===== config.mk =====
export PLATFORM = sky130hd
export DESIGN_NAME = load_cell_filter_stability_core
export DESIGN_NICKNAME = d
export VERILOG_FILES = /design/src/hdl/lcfs_pkg.sv /design/src/hdl/lcfs_ctrl.sv /design/src/hdl/lcfs_datapath.sv /design/src/hdl/load_cell_filter_stability_core.sv
export SDC_FILE = /design/constraint.sdc
export NUM_CORES = 2
export LEC_CHECK = 0
export BUFFER_PORTS_ARGS = -buffer_cell sky130_fd_sc_hd__buf_2
export CAP_MARGIN = 10
export CELL_PAD_IN_SITES_DETAIL_PLACEMENT = 1
export CELL_PAD_IN_SITES_GLOBAL_PLACEMENT = 2
export CORE_UTILIZATION = 39
export DETAILED_ROUTE_END_ITERATION = 10
export PLACE_DENSITY_LB_ADDON = 0.08
export SLEW_MARGIN = 10
export SYNTH_ARGS = -nofsm -noshare
export SYNTH_HDL_FRONTEND = slang
export SYNTH_SLANG_ARGS = --single-unit

===== constraint.sdc =====
create_clock -name clk -period 8.9 [get_ports clk]
set_input_delay 1.335 -clock clk [delete_from_list [all_inputs] [get_ports clk]]
set_output_delay 1.335 -clock clk [all_outputs]
set_load 0.01 [all_outputs]

===== src/hdl/lcfs_pkg.sv =====
package lcfs_pkg;

  // History depth used when the top level is not overridden.
  localparam int DEF_HISTORY_DEPTH = 16;

  // Configuration register indexes.
  localparam int CFG_IDX_W = 2;
  localparam logic [CFG_IDX_W-1:0] REG_TARE_OFFSET   = 2'd0;
  localparam logic [CFG_IDX_W-1:0] REG_SCALE_FACTOR  = 2'd1;
  localparam logic [CFG_IDX_W-1:0] REG_SMOOTHING     = 2'd2;
  localparam logic [CFG_IDX_W-1:0] REG_STABILITY_THR = 2'd3;

  // Request operations.
  localparam logic OP_SAMPLE = 1'b0;
  localparam logic OP_TARE   = 1'b1;

  // Configuration reset values.
  localparam logic signed [23:0] TARE_RESET      = 24'sd0;
  localparam logic signed [31:0] SCALE_RESET     = 32'sd65536;
  localparam logic [16:0]        SMOOTHING_RESET = 17'd19661;
  localparam logic [30:0]        THRESHOLD_RESET = 31'd256;

  // Scale factors whose magnitude is below this are replaced by one.
  localparam logic signed [31:0] TINY_FACTOR  = 32'sd66;
  localparam logic signed [31:0] UNITY_FACTOR = 32'sd65536;
  localparam logic [16:0]        UNITY_WEIGHT = 17'd65536;

  // Fewest history entries for which stability can be reported.
  localparam int MIN_STABLE_COUNT = 5;

  // The divider produces one quotient bit per cycle over a 49-bit dividend.
  localparam int DIV_STEPS = 49;
  localparam int DIV_CNT_W = 6;

  typedef struct packed {
    logic              operation;
    logic signed [23:0] sample_value;
  } req_t;

  typedef struct packed {
    logic signed [31:0] current_weight;
    logic signed [31:0] filtered_weight;
    logic               stable;
  } rsp_t;

  // Commands from the controller to the datapath.
  typedef struct packed {
    logic accept;
    logic div_step;
    logic saturate;
    logic mul;
    logic update;
    logic scan;
    logic load;
  } cmd_t;

  // Status from the datapath to the controller.
  typedef struct packed {
    logic scan_done;
  } status_t;

endpackage


===== src/hdl/lcfs_ctrl.sv =====
module lcfs_ctrl (
  input  logic              clk,
  input  logic              rst,
  input  logic              req_valid,
  input  logic              req_operation,
  output logic              req_stall,
  output logic              rsp_valid,
  input  logic              rsp_stall,
  input  lcfs_pkg::status_t status,
  output lcfs_pkg::cmd_t    cmd
);
  import lcfs_pkg::*;

  localparam logic [2:0] ST_IDLE = 3'd0;
  localparam logic [2:0] ST_DIV  = 3'd1;
  localparam logic [2:0] ST_SAT  = 3'd2;
  localparam logic [2:0] ST_MUL  = 3'd3;
  localparam logic [2:0] ST_UPD  = 3'd4;
  localparam logic [2:0] ST_SCAN = 3'd5;
  localparam logic [2:0] ST_OUT  = 3'd6;

  logic [2:0]           state;
  logic [2:0]           state_next;
  logic [DIV_CNT_W-1:0] div_cnt;
  logic [DIV_CNT_W-1:0] div_cnt_next;
  logic                 rsp_valid_next;
  logic                 slot_free;

  // The output register can take a new result when empty or being emptied.
  assign slot_free = !rsp_valid || !rsp_stall;
  assign req_stall = (state != ST_IDLE);

  // Sequencing of one item through the datapath.
  always_comb begin
    state_next   = state;
    div_cnt_next = div_cnt;
    cmd          = '0;
    unique case (state)
      ST_IDLE: begin
        if (req_valid) begin
          cmd.accept   = 1'b1;
          div_cnt_next = '0;
          state_next   = (req_operation == OP_TARE) ? ST_OUT : ST_DIV;
        end
      end
      ST_DIV: begin
        cmd.div_step = 1'b1;
        div_cnt_next = div_cnt + DIV_CNT_W'(1);
        if (div_cnt == DIV_CNT_W'(DIV_STEPS - 1)) begin
          state_next = ST_SAT;
        end
      end
      ST_SAT: begin
        cmd.saturate = 1'b1;
        state_next   = ST_MUL;
      end
      ST_MUL: begin
        cmd.mul    = 1'b1;
        state_next = ST_UPD;
      end
      ST_UPD: begin
        cmd.update = 1'b1;
        state_next = ST_SCAN;
      end
      ST_SCAN: begin
        cmd.scan = 1'b1;
        if (status.scan_done) begin
          state_next = ST_OUT;
        end
      end
      ST_OUT: begin
        if (slot_free) begin
          cmd.load   = 1'b1;
          state_next = ST_IDLE;
        end
      end
      default: begin
        state_next = ST_IDLE;
      end
    endcase
  end

  // Output valid flag: set on load, cleared once the result is transferred.
  always_comb begin
    if (cmd.load) begin
      rsp_valid_next = 1'b1;
    end else if (!rsp_stall) begin
      rsp_valid_next = 1'b0;
    end else begin
      rsp_valid_next = rsp_valid;
    end
  end

  always_ff @(posedge clk) begin
    if (rst) begin
      state     <= ST_IDLE;
      div_cnt   <= '0;
      rsp_valid <= 1'b0;
    end else begin
      state     <= state_next;
      div_cnt   <= div_cnt_next;
      rsp_valid <= rsp_valid_next;
    end
  end

endmodule


===== src/hdl/lcfs_datapath.sv =====
module lcfs_datapath #(
  parameter int HISTORY_DEPTH = lcfs_pkg::DEF_HISTORY_DEPTH
) (
  input  logic                              clk,
  input  logic                              rst,
  input  lcfs_pkg::cmd_t                    cmd,
  output lcfs_pkg::status_t                 status,
  input  lcfs_pkg::req_t                    req,
  output lcfs_pkg::rsp_t                    rsp,
  input  logic                              cfg_write,
  input  logic [lcfs_pkg::CFG_IDX_W-1:0]    cfg_index,
  input  logic [31:0]                       cfg_data
);
  import lcfs_pkg::*;

  localparam int AW = (HISTORY_DEPTH > 1) ? $clog2(HISTORY_DEPTH) : 1;
  localparam int CW = AW + 1;
  localparam logic signed [49:0] W_MAX = 50'sd2147483647;
  localparam logic signed [49:0] W_MIN = -50'sd2147483648;

  // Configuration registers.
  logic signed [23:0] tare_offset;
  logic signed [31:0] scale_factor;
  logic [16:0]        smoothing_weight;
  logic [30:0]        stability_threshold;

  // Filter state.
  logic signed [31:0] ema_value;
  logic signed [31:0] last_weight;
  logic [AW-1:0]      write_position;
  logic               ring_filled;
  logic [31:0]        history_ring [HISTORY_DEPTH];

  // Divider registers.
  logic [48:0] div_num;
  logic [48:0] div_quo;
  logic [31:0] div_rem;
  logic [31:0] div_den;
  logic        quo_neg;

  // Multiplier and scan registers.
  logic signed [50:0] prod;
  logic [CW-1:0]      scan_cnt;
  logic               scan_rvalid;
  logic               scan_first;
  logic signed [31:0] scan_rdata;
  logic signed [31:0] spread_lo;
  logic signed [31:0] spread_hi;

  // Combinational intermediates.
  logic signed [24:0] diff;
  logic [24:0]        diff_mag;
  logic               factor_tiny;
  logic signed [31:0] factor;
  logic [31:0]        factor_mag;
  logic [32:0]        trial;
  logic               trial_ge;
  logic signed [49:0] quo_signed;
  logic signed [31:0] weight_sat;
  logic [16:0]        alpha;
  logic signed [32:0] delta;
  logic signed [50:0] prod_shifted;
  logic signed [31:0] ema_new;
  logic [CW-1:0]      fill_count;
  logic signed [32:0] spread;
  logic               stable_now;

  // Operand preparation on a sample transfer.
  assign diff        = {req.sample_value[23], req.sample_value} - {tare_offset[23], tare_offset};
  assign diff_mag    = diff[24] ? 25'(-diff) : 25'(diff);
  assign factor_tiny = (scale_factor > -TINY_FACTOR) && (scale_factor < TINY_FACTOR);
  assign factor      = factor_tiny ? UNITY_FACTOR : scale_factor;
  assign factor_mag  = factor[31] ? 32'(-factor) : 32'(factor);

  // One restoring division step.
  assign trial    = {div_rem, div_num[48]};
  assign trial_ge = (trial >= {1'b0, div_den});

  // Sign correction and saturation of the quotient.
  assign quo_signed = quo_neg ? -$signed({1'b0, div_quo}) : $signed({1'b0, div_quo});
  always_comb begin
    if (quo_signed > W_MAX) begin
      weight_sat = 32'sh7FFFFFFF;
    end else if (quo_signed < W_MIN) begin
      weight_sat = 32'sh80000000;
    end else begin
      weight_sat = quo_signed[31:0];
    end
  end

  // Moving average as ema + floor(alpha * (weight - ema) / 2^16).
  assign alpha        = smoothing_weight[16] ? UNITY_WEIGHT : smoothing_weight;
  assign delta        = {last_weight[31], last_weight} - {ema_value[31], ema_value};
  assign prod_shifted = prod >>> 16;
  assign ema_new      = ema_value + prod_shifted[31:0];

  // Number of valid history entries and the stability decision.
  assign fill_count = ring_filled ? CW'(HISTORY_DEPTH) : {1'b0, write_position};
  assign spread     = {spread_hi[31], spread_hi} - {spread_lo[31], spread_lo};
  assign stable_now = (fill_count >= CW'(MIN_STABLE_COUNT))
                      && (spread <= $signed({2'b00, stability_threshold}));

  assign status.scan_done = (scan_cnt == fill_count);

  // Configuration writes.
  always_ff @(posedge clk) begin
    if (rst) begin
      tare_offset         <= TARE_RESET;
      scale_factor        <= SCALE_RESET;
      smoothing_weight    <= SMOOTHING_RESET;
      stability_threshold <= THRESHOLD_RESET;
    end else if (cfg_write) begin
      unique case (cfg_index)
        REG_TARE_OFFSET:   tare_offset         <= cfg_data[23:0];
        REG_SCALE_FACTOR:  scale_factor        <= cfg_data;
        REG_SMOOTHING:     smoothing_weight    <= cfg_data[16:0];
        REG_STABILITY_THR: stability_threshold <= cfg_data[30:0];
      endcase
    end
  end

  // Filter state: tare clears the average, an update advances the ring.
  always_ff @(posedge clk) begin
    if (rst) begin
      ema_value      <= '0;
      last_weight    <= '0;
      write_position <= '0;
      ring_filled    <= 1'b0;
    end else begin
      if (cmd.accept && (req.operation == OP_TARE)) begin
        ema_value <= '0;
      end else if (cmd.update) begin
        ema_value <= ema_new;
      end
      if (cmd.saturate) begin
        last_weight <= weight_sat;
      end
      if (cmd.update) begin
        if (write_position == AW'(HISTORY_DEPTH - 1)) begin
          write_position <= '0;
          ring_filled    <= 1'b1;
        end else begin
          write_position <= write_position + AW'(1);
        end
      end
    end
  end

  // Divider: set up on transfer, then one quotient bit per step.
  always_ff @(posedge clk) begin
    if (cmd.accept) begin
      div_num <= {diff_mag, 24'd0};
      div_quo <= '0;
      div_rem <= '0;
      div_den <= factor_mag;
      quo_neg <= diff[24] ^ factor[31];
    end else if (cmd.div_step) begin
      div_num <= {div_num[47:0], 1'b0};
      if (trial_ge) begin
        div_rem <= 32'(trial - {1'b0, div_den});
        div_quo <= {div_quo[47:0], 1'b1};
      end else begin
        div_rem <= trial[31:0];
        div_quo <= {div_quo[47:0], 1'b0};
      end
    end
  end

  // Registered product for the average update.
  always_ff @(posedge clk) begin
    if (cmd.mul) begin
      prod <= $signed({1'b0, alpha}) * delta;
    end
  end

  // History memory: one write per sample, one read per scan cycle.
  always_ff @(posedge clk) begin
    if (cmd.update) begin
      history_ring[write_position] <= ema_new;
    end
    scan_rdata <= history_ring[scan_cnt[AW-1:0]];
  end

  // Spread scan over the valid entries, read data arriving in the cycle after its address.
  always_ff @(posedge clk) begin
    if (rst) begin
      scan_cnt    <= '0;
      scan_rvalid <= 1'b0;
      scan_first  <= 1'b1;
    end else if (cmd.update) begin
      scan_cnt    <= '0;
      scan_rvalid <= 1'b0;
      scan_first  <= 1'b1;
    end else if (cmd.scan) begin
      scan_cnt    <= scan_cnt + CW'(1);
      scan_rvalid <= !status.scan_done;
      if (scan_rvalid) begin
        scan_first <= 1'b0;
      end
    end
  end

  always_ff @(posedge clk) begin
    if (cmd.scan && scan_rvalid) begin
      if (scan_first) begin
        spread_lo <= scan_rdata;
        spread_hi <= scan_rdata;
      end else begin
        if (scan_rdata < spread_lo) begin
          spread_lo <= scan_rdata;
        end
        if (scan_rdata > spread_hi) begin
          spread_hi <= scan_rdata;
        end
      end
    end
  end

  // Output register.
  always_ff @(posedge clk) begin
    if (cmd.load) begin
      rsp.current_weight  <= last_weight;
      rsp.filtered_weight <= ema_value;
      rsp.stable          <= stable_now;
    end
  end

endmodule


===== src/hdl/load_cell_filter_stability_core.sv =====
// Load-cell weight filter with stability flag. Each sample transfer on req
// has the tare offset removed, is divided by the Q16.16 scale factor into a
// saturated Q24.8 weight, is smoothed by an exponential moving average and
// the average is stored in a history ring of HISTORY_DEPTH entries; one
// result transfer on rsp follows every request. After a sample transfer
// req_stall stays high through the one-bit-per-cycle divider, saturation,
// multiply and update, the min/max scan over the valid history entries
// (at most HISTORY_DEPTH) through the single read port of the history
// memory, and the load of the output register. A tare request zeroes the
// average and holds req_stall high only for the load step. The load step
// lasts longer while the previous result still waits in the output register
// under rsp_stall; otherwise the output register holds a finished result
// while the next request is taken. Configuration writes are always ready
// and must only be issued while no request is in progress; after reset
// the history is empty, so no clearing pass is needed.
module load_cell_filter_stability_core #(
  parameter int HISTORY_DEPTH = lcfs_pkg::DEF_HISTORY_DEPTH
) (
  input  logic                           clk,
  input  logic                           rst,
  input  logic                           req_valid,
  output logic                           req_stall,
  input  lcfs_pkg::req_t                 req,
  output logic                           rsp_valid,
  input  logic                           rsp_stall,
  output lcfs_pkg::rsp_t                 rsp,
  input  logic                           cfg_valid,
  output logic                           cfg_ready,
  input  logic [lcfs_pkg::CFG_IDX_W-1:0] cfg_index,
  input  logic [31:0]                    cfg_data
);
  import lcfs_pkg::*;

  cmd_t    cmd;
  status_t status;

  assign cfg_ready = 1'b1;

  // Sequencer.
  lcfs_ctrl u_ctrl (
    .clk           (clk),
    .rst           (rst),
    .req_valid     (req_valid),
    .req_operation (req.operation),
    .req_stall     (req_stall),
    .rsp_valid     (rsp_valid),
    .rsp_stall     (rsp_stall),
    .status        (status),
    .cmd           (cmd)
  );

  // Arithmetic, history memory and registers.
  lcfs_datapath #(
    .HISTORY_DEPTH (HISTORY_DEPTH)
  ) u_datapath (
    .clk       (clk),
    .rst       (rst),
    .cmd       (cmd),
    .status    (status),
    .req       (req),
    .rsp       (rsp),
    .cfg_write (cfg_valid && cfg_ready),
    .cfg_index (cfg_index),
    .cfg_data  (cfg_data)
  );

endmodule


Word-level counts from Yosys, hierarchy flattened. Memories as Yosys holds them, arrays and structs flattened. A register that Yosys moved wholly into a read port is not among the register bits. Cells that the tools add are included.

Add/subtract/negate cells: 11. Bitwise logic cells: 1. Equal/unequal tests: 17. Magnitude comparators: 9. Mux-type cells: 38. Reductions and logical operators: 27. Multiply operators: 1.

Operators with widths (count): two-way mux 32 bit (8); two-way mux 49 bit (2); subtractor 32 x 32 -> 33 bit (2); greater-than comparator 50 x 32 -> 1 bit (second input constant) (1); less-than comparator 50 x 32 -> 1 bit (second input constant) (1); two-way mux 50 bit (1); negation 49 -> 50 bit (1); multiplier 18 x 33 -> 48 bit (1); >= comparator 33 x 32 -> 1 bit (1); <= comparator 33 x 32 -> 1 bit (1); adder 32 bit (1); greater-than comparator 32 bit (1); greater-than comparator 32 x 8 -> 1 bit (second input constant) (1); less-than comparator 32 bit (1); less-than comparator 32 x 8 -> 1 bit (second input constant) (1); negation 32 bit (1); subtractor 32 bit (1); two-way mux 31 bit (1); two-way mux 25 bit (1); negation 25 bit (1); subtractor 24 x 24 -> 25 bit (1); case mux 3 bit (7 select lines) (1); AND reduction 2 bit (9); two-way mux 17 bit (1); other kinds (30) (63).

Output and inout port bits: 68. RAM bits: 512. Bits of input ports: 64. Memories: 1. Flip-flop bits (word level): 506. Logic and storage cells: 131.

Memories: u_datapath.history_ring (depth 16, width 32, rd ports 1, clocked after memory_dff 1, write ports 1, line lcfs_datapath.sv:32) `logic [31:0] history_ring [HISTORY_DEPTH];`.

Longest topological paths before layout.
Depth after elaboration: 5. Gate-level depth with buffers: 40. Depth with buffers taken out: 39.

Cells and area by module. A second synthesis with hierarchy kept.

Cell total of the unflattened synthesis: 6230. Area total of the unflattened synthesis: 68117.8 um^2.

By module, submodules not included: lcfs_datapath (cells an instance 6152, seq. area each 27816.7 um^2, area an instance 67498.5 um^2, times used 1); lcfs_ctrl (cells an instance 76, seq. area each 200.2 um^2, area an instance 608.1 um^2, times used 1); load_cell_filter_stability_core (cells an instance 2, seq. area each 0.0 um^2, area an instance 11.3 um^2, times used 1).

Least setup slack after synthesis. No wires, ideal clock.

Path kind: register to register. Start point: register u_datapath.last_weight[0]. End point: register u_datapath.prod[47] (data pin). Clock period less this slack: 9.589 ns. Stages on the path, launching flop included: 40. Arrival: 9.329 ns. Data required time: 8.640 ns. Buffers on the path: 1. Library setup time: 0.260 ns. Setup slack: -0.689 ns. Cells stage by stage: dfxtp_1 -> inv_1 -> ha_1 -> fa_1 -> nor2b_1 -> o31a_1 -> nor4_1 -> o41ai_1 -> a22o_1 -> a41oi_1 -> and2_1 -> o21ai_0 -> a21o_1 -> a21o_1 -> xnor2_1 -> clkbuf_1 -> nor2_1 -> fa_1 -> (+4 left out) -> fa_1 -> fa_1 -> inv_1 -> fa_1 -> inv_1 -> ha_1 -> a21o_1 -> a21oi_1 -> o21ai_0 -> a21oi_1 -> o221a_2 -> o21ai_0 -> a41oi_1 -> a21oi_1 -> a41o_1 -> o21a_1 -> nor2_1 -> xnor2_1.

Longest elaborated chain between the ends: 2.

Ends and longest elaborated chain: from (decl) (line lcfs_datapath.sv:29) `logic signed [31:0] last_weight;`; from (signal assigned) (line lcfs_datapath.sv:136) `last_weight <= weight_sat;`; subtractor 32 x 32 -> 33 bit (line lcfs_datapath.sv:93) `assign delta = {last_weight[31], last_weight} - {ema_value[31], ema_value};`; multiplier 18 x 33 -> 48 bit (line lcfs_datapath.sv:172) `prod <= $signed({1'b0, alpha}) * delta;`; to (signal assigned) (line lcfs_datapath.sv:172); to (decl) (line lcfs_datapath.sv:42) `logic signed [50:0] prod;`.

Every way passes these cells. A chain may end at the register's enable or synchronous reset.

Worst setup path in the final report. Same ends and word-level chain as after synthesis.

==> run metrics <==
relative slew slack 28.0%; first-pass GRT wire length 327 mm; Setup CP Type reg -> reg; vias in the first global route 50800; sequential element share of the synthesized area 41.6%; Core Area 172000 um^2; Post-Syn Area per Cell 10.8 um^2; Yosys warnings 0; Reg area 28000 um^2; CP required 9.43 ns; Cell variety after synth 85; Rows 152; largest area contributor in the synthesized netlist edfxtp_1; syn_nets 7156; IO Pins 132; share of cells above drive strength 1 17.6%; critical path fanouts, max 4; gr ovfl total 0; max incr delay on CP 0.55 ns; Worst R2R Setup Slack -0.05 ns; R2R cell count 41; Clk pin slew, worst setup/hold paths 0.06 ns; CTS Root Cell clkbuf_16; total negative slack -0.0512 ns; CP endpoint u_datapath.prod[47]$_DFFE_PP_; RSZ-0062 raised after global routing true; Buffers on Ports 130; NumNets Final 7623; largest cells by area after synthesis edfxtp_1 33%, fa_1 15%, dfxtp_1 9.0%, ha_1 6.8%, mux4_2 5.4%; clk sink count 1034; Critical R2R Capture u_datapath.prod[47]$_DFFE_PP_; Final min period 8.95 ns; crit path launch type register; worst clock skew 0.0911 ns; failing checks negative setup slack; status finished with violations; Overall Global Routing Usage 25.1%; Worst Hold Margin 0.455 ns; initial antenna violation count 11; worst setup margin -0.0454 ns; Crit path top cell by count fa_1; DR WL/cell 23.8 um; CP Depth 41; DIE AREA 174000 um^2; worst setup path start u_datapath.last_weight[0]$_SDFFE_PP0P_; endpoints failing setup 2; via count 47600; worst slack, placed -0.772 ns; Hold Violations, Final 0; maxcap violations 0; Slew @ Worst Pin 1.08 ns; placed cells 8821; drt via density 5.23; post-synthesis async set-or-reset flop share 0%; CP endpoint kind register; fin crit share 101%; number of flops mapped to enable cells by yosys 731; DRC Markers 0; Mapped Area 67300 um^2; clock buffer depth 3; FILL cells 18600; CP max-delay cell fa_1; CTS buffer count 115; min-delay worst type reg -> reg; drt first pass iters 5; Die Ht 417 um; Clock Latency Late Sink 0.81 ns; Syn Inst Count 6208; Buf/Inv on CP 9; Final GP Congestion 0.871; Starting Density 39.2%; CP Data Arrival Time 9.47 ns; area occupied by multi-input gates 35800 um^2; share of the synthesized area in the top cell type 32.6%; CTS HTree Levels 3; f_max 0.112 GHz; area delta synth->final 16.6%; non-filler cells, final 9092; largest net degree at the start of global routing 95; FF+latch count, synth 1034; Top FF cell, synth edfxtp_1; Die X 417 um; CTS tree done; routed wire length 216 mm; Worst R2R Start u_datapath.last_weight[0]$_SDFFE_PP0P_; DP HPWL 162 mm; ANT nets after route 0; top cell family by delay on the critical path adder cells; Max Slew Vio Count 0; DR iter-0 viols 2789
==> cells in the mapped netlist (34+ instances only) <==
master,n
a21o_1,109
a21oi_1,325
and2_1,37
clkbuf_1,221
dfxtp_1,303
edfxtp_1,731
fa_1,519
ha_1,365
inv_1,861
mux4_2,160
nand2_1,833
nand2b_1,60
nand3_1,50
nand4_1,45
nor2_1,479
nor2b_1,60
nor3_1,74
o21a_1,49
o21ai_0,190
o31ai_1,34
xnor2_1,172
xor2_1,80
==> sequential cells by signal, summed over array words and instances (netlist names), 31 cells and up <==
name	count
u_datapath.spread_lo	32
u_datapath.div_rem	32
u_datapath.history_ring	512
u_datapath.div_den	32
u_datapath.spread_hi	32
u_datapath.rsp	65
u_datapath.scan_rdata	32
u_datapath.stability_threshold	31
u_datapath.div_quo	49
u_datapath.scale_factor	32
u_datapath.ema_value	32
u_datapath.prod	32
u_datapath.last_weight	32
==> placed cells by master (no fill, tap or decap), drive strengths merged, types with 49 or more instances in the layout <==
| cell type | Yosys | routed |
|---|---|---|
| nor2b | 60 | 60 |
| a211oi | 55 | 55 |
| inv | 862 | 864 |
| clkinv | 0 | 50 |
| nand2 | 863 | 863 |
| a21oi | 325 | 325 |
| buf | 32 | 603 |
| edfxtp | 731 | 731 |
| fa | 519 | 519 |
| nor2 | 480 | 480 |
| nand2b | 60 | 60 |
| o21a | 49 | 49 |
| nand3 | 50 | 50 |
| xnor2 | 172 | 172 |
| mux4 | 160 | 160 |
| o21ai | 193 | 193 |
| nor3 | 74 | 74 |
| clkbuf | 221 | 140 |
| xor2 | 80 | 80 |
| ha | 365 | 365 |
| dfxtp | 303 | 303 |
| a21o | 109 | 109 |
==> through the flow <==
stage | util, % | area [um^2]
3_3_place_gp | 42.8 | 73400
4_1_cts | 45.4 | 77900
3_5_place_dp | 42.8 | 73400
2_1_floorplan | - | 67300
5_1_grt | 45.7 | 78400
6_report | 45.7 | 78400
==> cell type report <==
class | instances | share of cell area [%]
well taps | 2310 | 3.68
diodes | 6 | 0.0191
inverters | 862 | 4.13
flip-flops and latches | 1034 | 35.7
multi-input cells | 4059 | 45.6
clock inverters | 78 | 1.36
repair buffers | 603 | 5.66
clock buffers | 140 | 3.83
==> worst register-to-register path, delay by kind of cell, from the launching register on <==
family | cells | cell delay, ns
simple gates | 7 | 0.82
flops | 1 | 0.34
fa+ha+maj | 9 | 3.86
xor+xnor | 2 | 0.31
buf+inv | 9 | 0.83
compound gates | 14 | 2.57
==> repair_timing <==
action | in CTS | in global routing
pin swaps | 53 | 129
resized for setup | 57 | 87
setup endpoints to repair | 17 | 18
setup buffers | 25 | 22
hold buffers | 0 | 0
==> per-layer routing <==
| metal | share of wire, % | wire length [um] | global-route usage [%] | up-vias |
|---|---|---|---|---|
| li1 | - | - | - | 21900 |
| met1 | 45 | 96500 | 34.0 | 24600 |
| met3 | 3.8 | 8170 | 2.77 | 218 |
| met4 | 2.8 | 6050 | 6.92 | 0 |
| met5 | 0 | 0 | 0 | - |
| met2 | 49 | 105000 | 42.5 | 867 |
==> worst min path at each step <==
stage | cells after the start | startpoint | slack [ns] | to
2_1_floorplan | 0 | u_datapath.last_weight[0]$_SDFFE_PP0P_ | 0.43 | u_datapath.rsp[33]$_DFFE_PP_
3_3_place_gp | 2 | u_datapath.tare_offset[3]$_SDFFE_PP0P_ | 0.44 | u_datapath.tare_offset[3]$_SDFFE_PP0P_
3_5_place_dp | 2 | u_datapath.tare_offset[19]$_SDFFE_PP0P_ | 0.45 | u_datapath.tare_offset[19]$_SDFFE_PP0P_
4_1_cts | 2 | u_datapath.tare_offset[19]$_SDFFE_PP0P_ | 0.45 | u_datapath.tare_offset[19]$_SDFFE_PP0P_
5_1_grt | 2 | u_datapath.tare_offset[3]$_SDFFE_PP0P_ | 0.47 | u_datapath.tare_offset[3]$_SDFFE_PP0P_
6_report | 2 | u_datapath.stability_threshold[11]$_SDFFE_PP0P_ | 0.46 | u_datapath.stability_threshold[11]$_SDFFE_PP0P_
==> logic make-up after synthesis <==
| logic type | after synthesis | share of synthesized area, % |
|---|---|---|
| XOR/XNOR | 252 | 3.28 |
| adder cells (fa/ha/maj) | 884 | 22.2 |
| buffers and inverters | 1115 | 6.33 |
| multiplexers | 192 | 5.84 |
| AO/OA/AOI/OAI | 922 | 8.77 |
| other | 1 | 0.00557 |
| AND/OR/NAND/NOR | 1808 | 11.9 |
| flip-flops | 1034 | 41.6 |
Power is left out: the tool's default activity adds up to more than one toggle a clock period on the data nets, which glitch-free logic cannot reach.
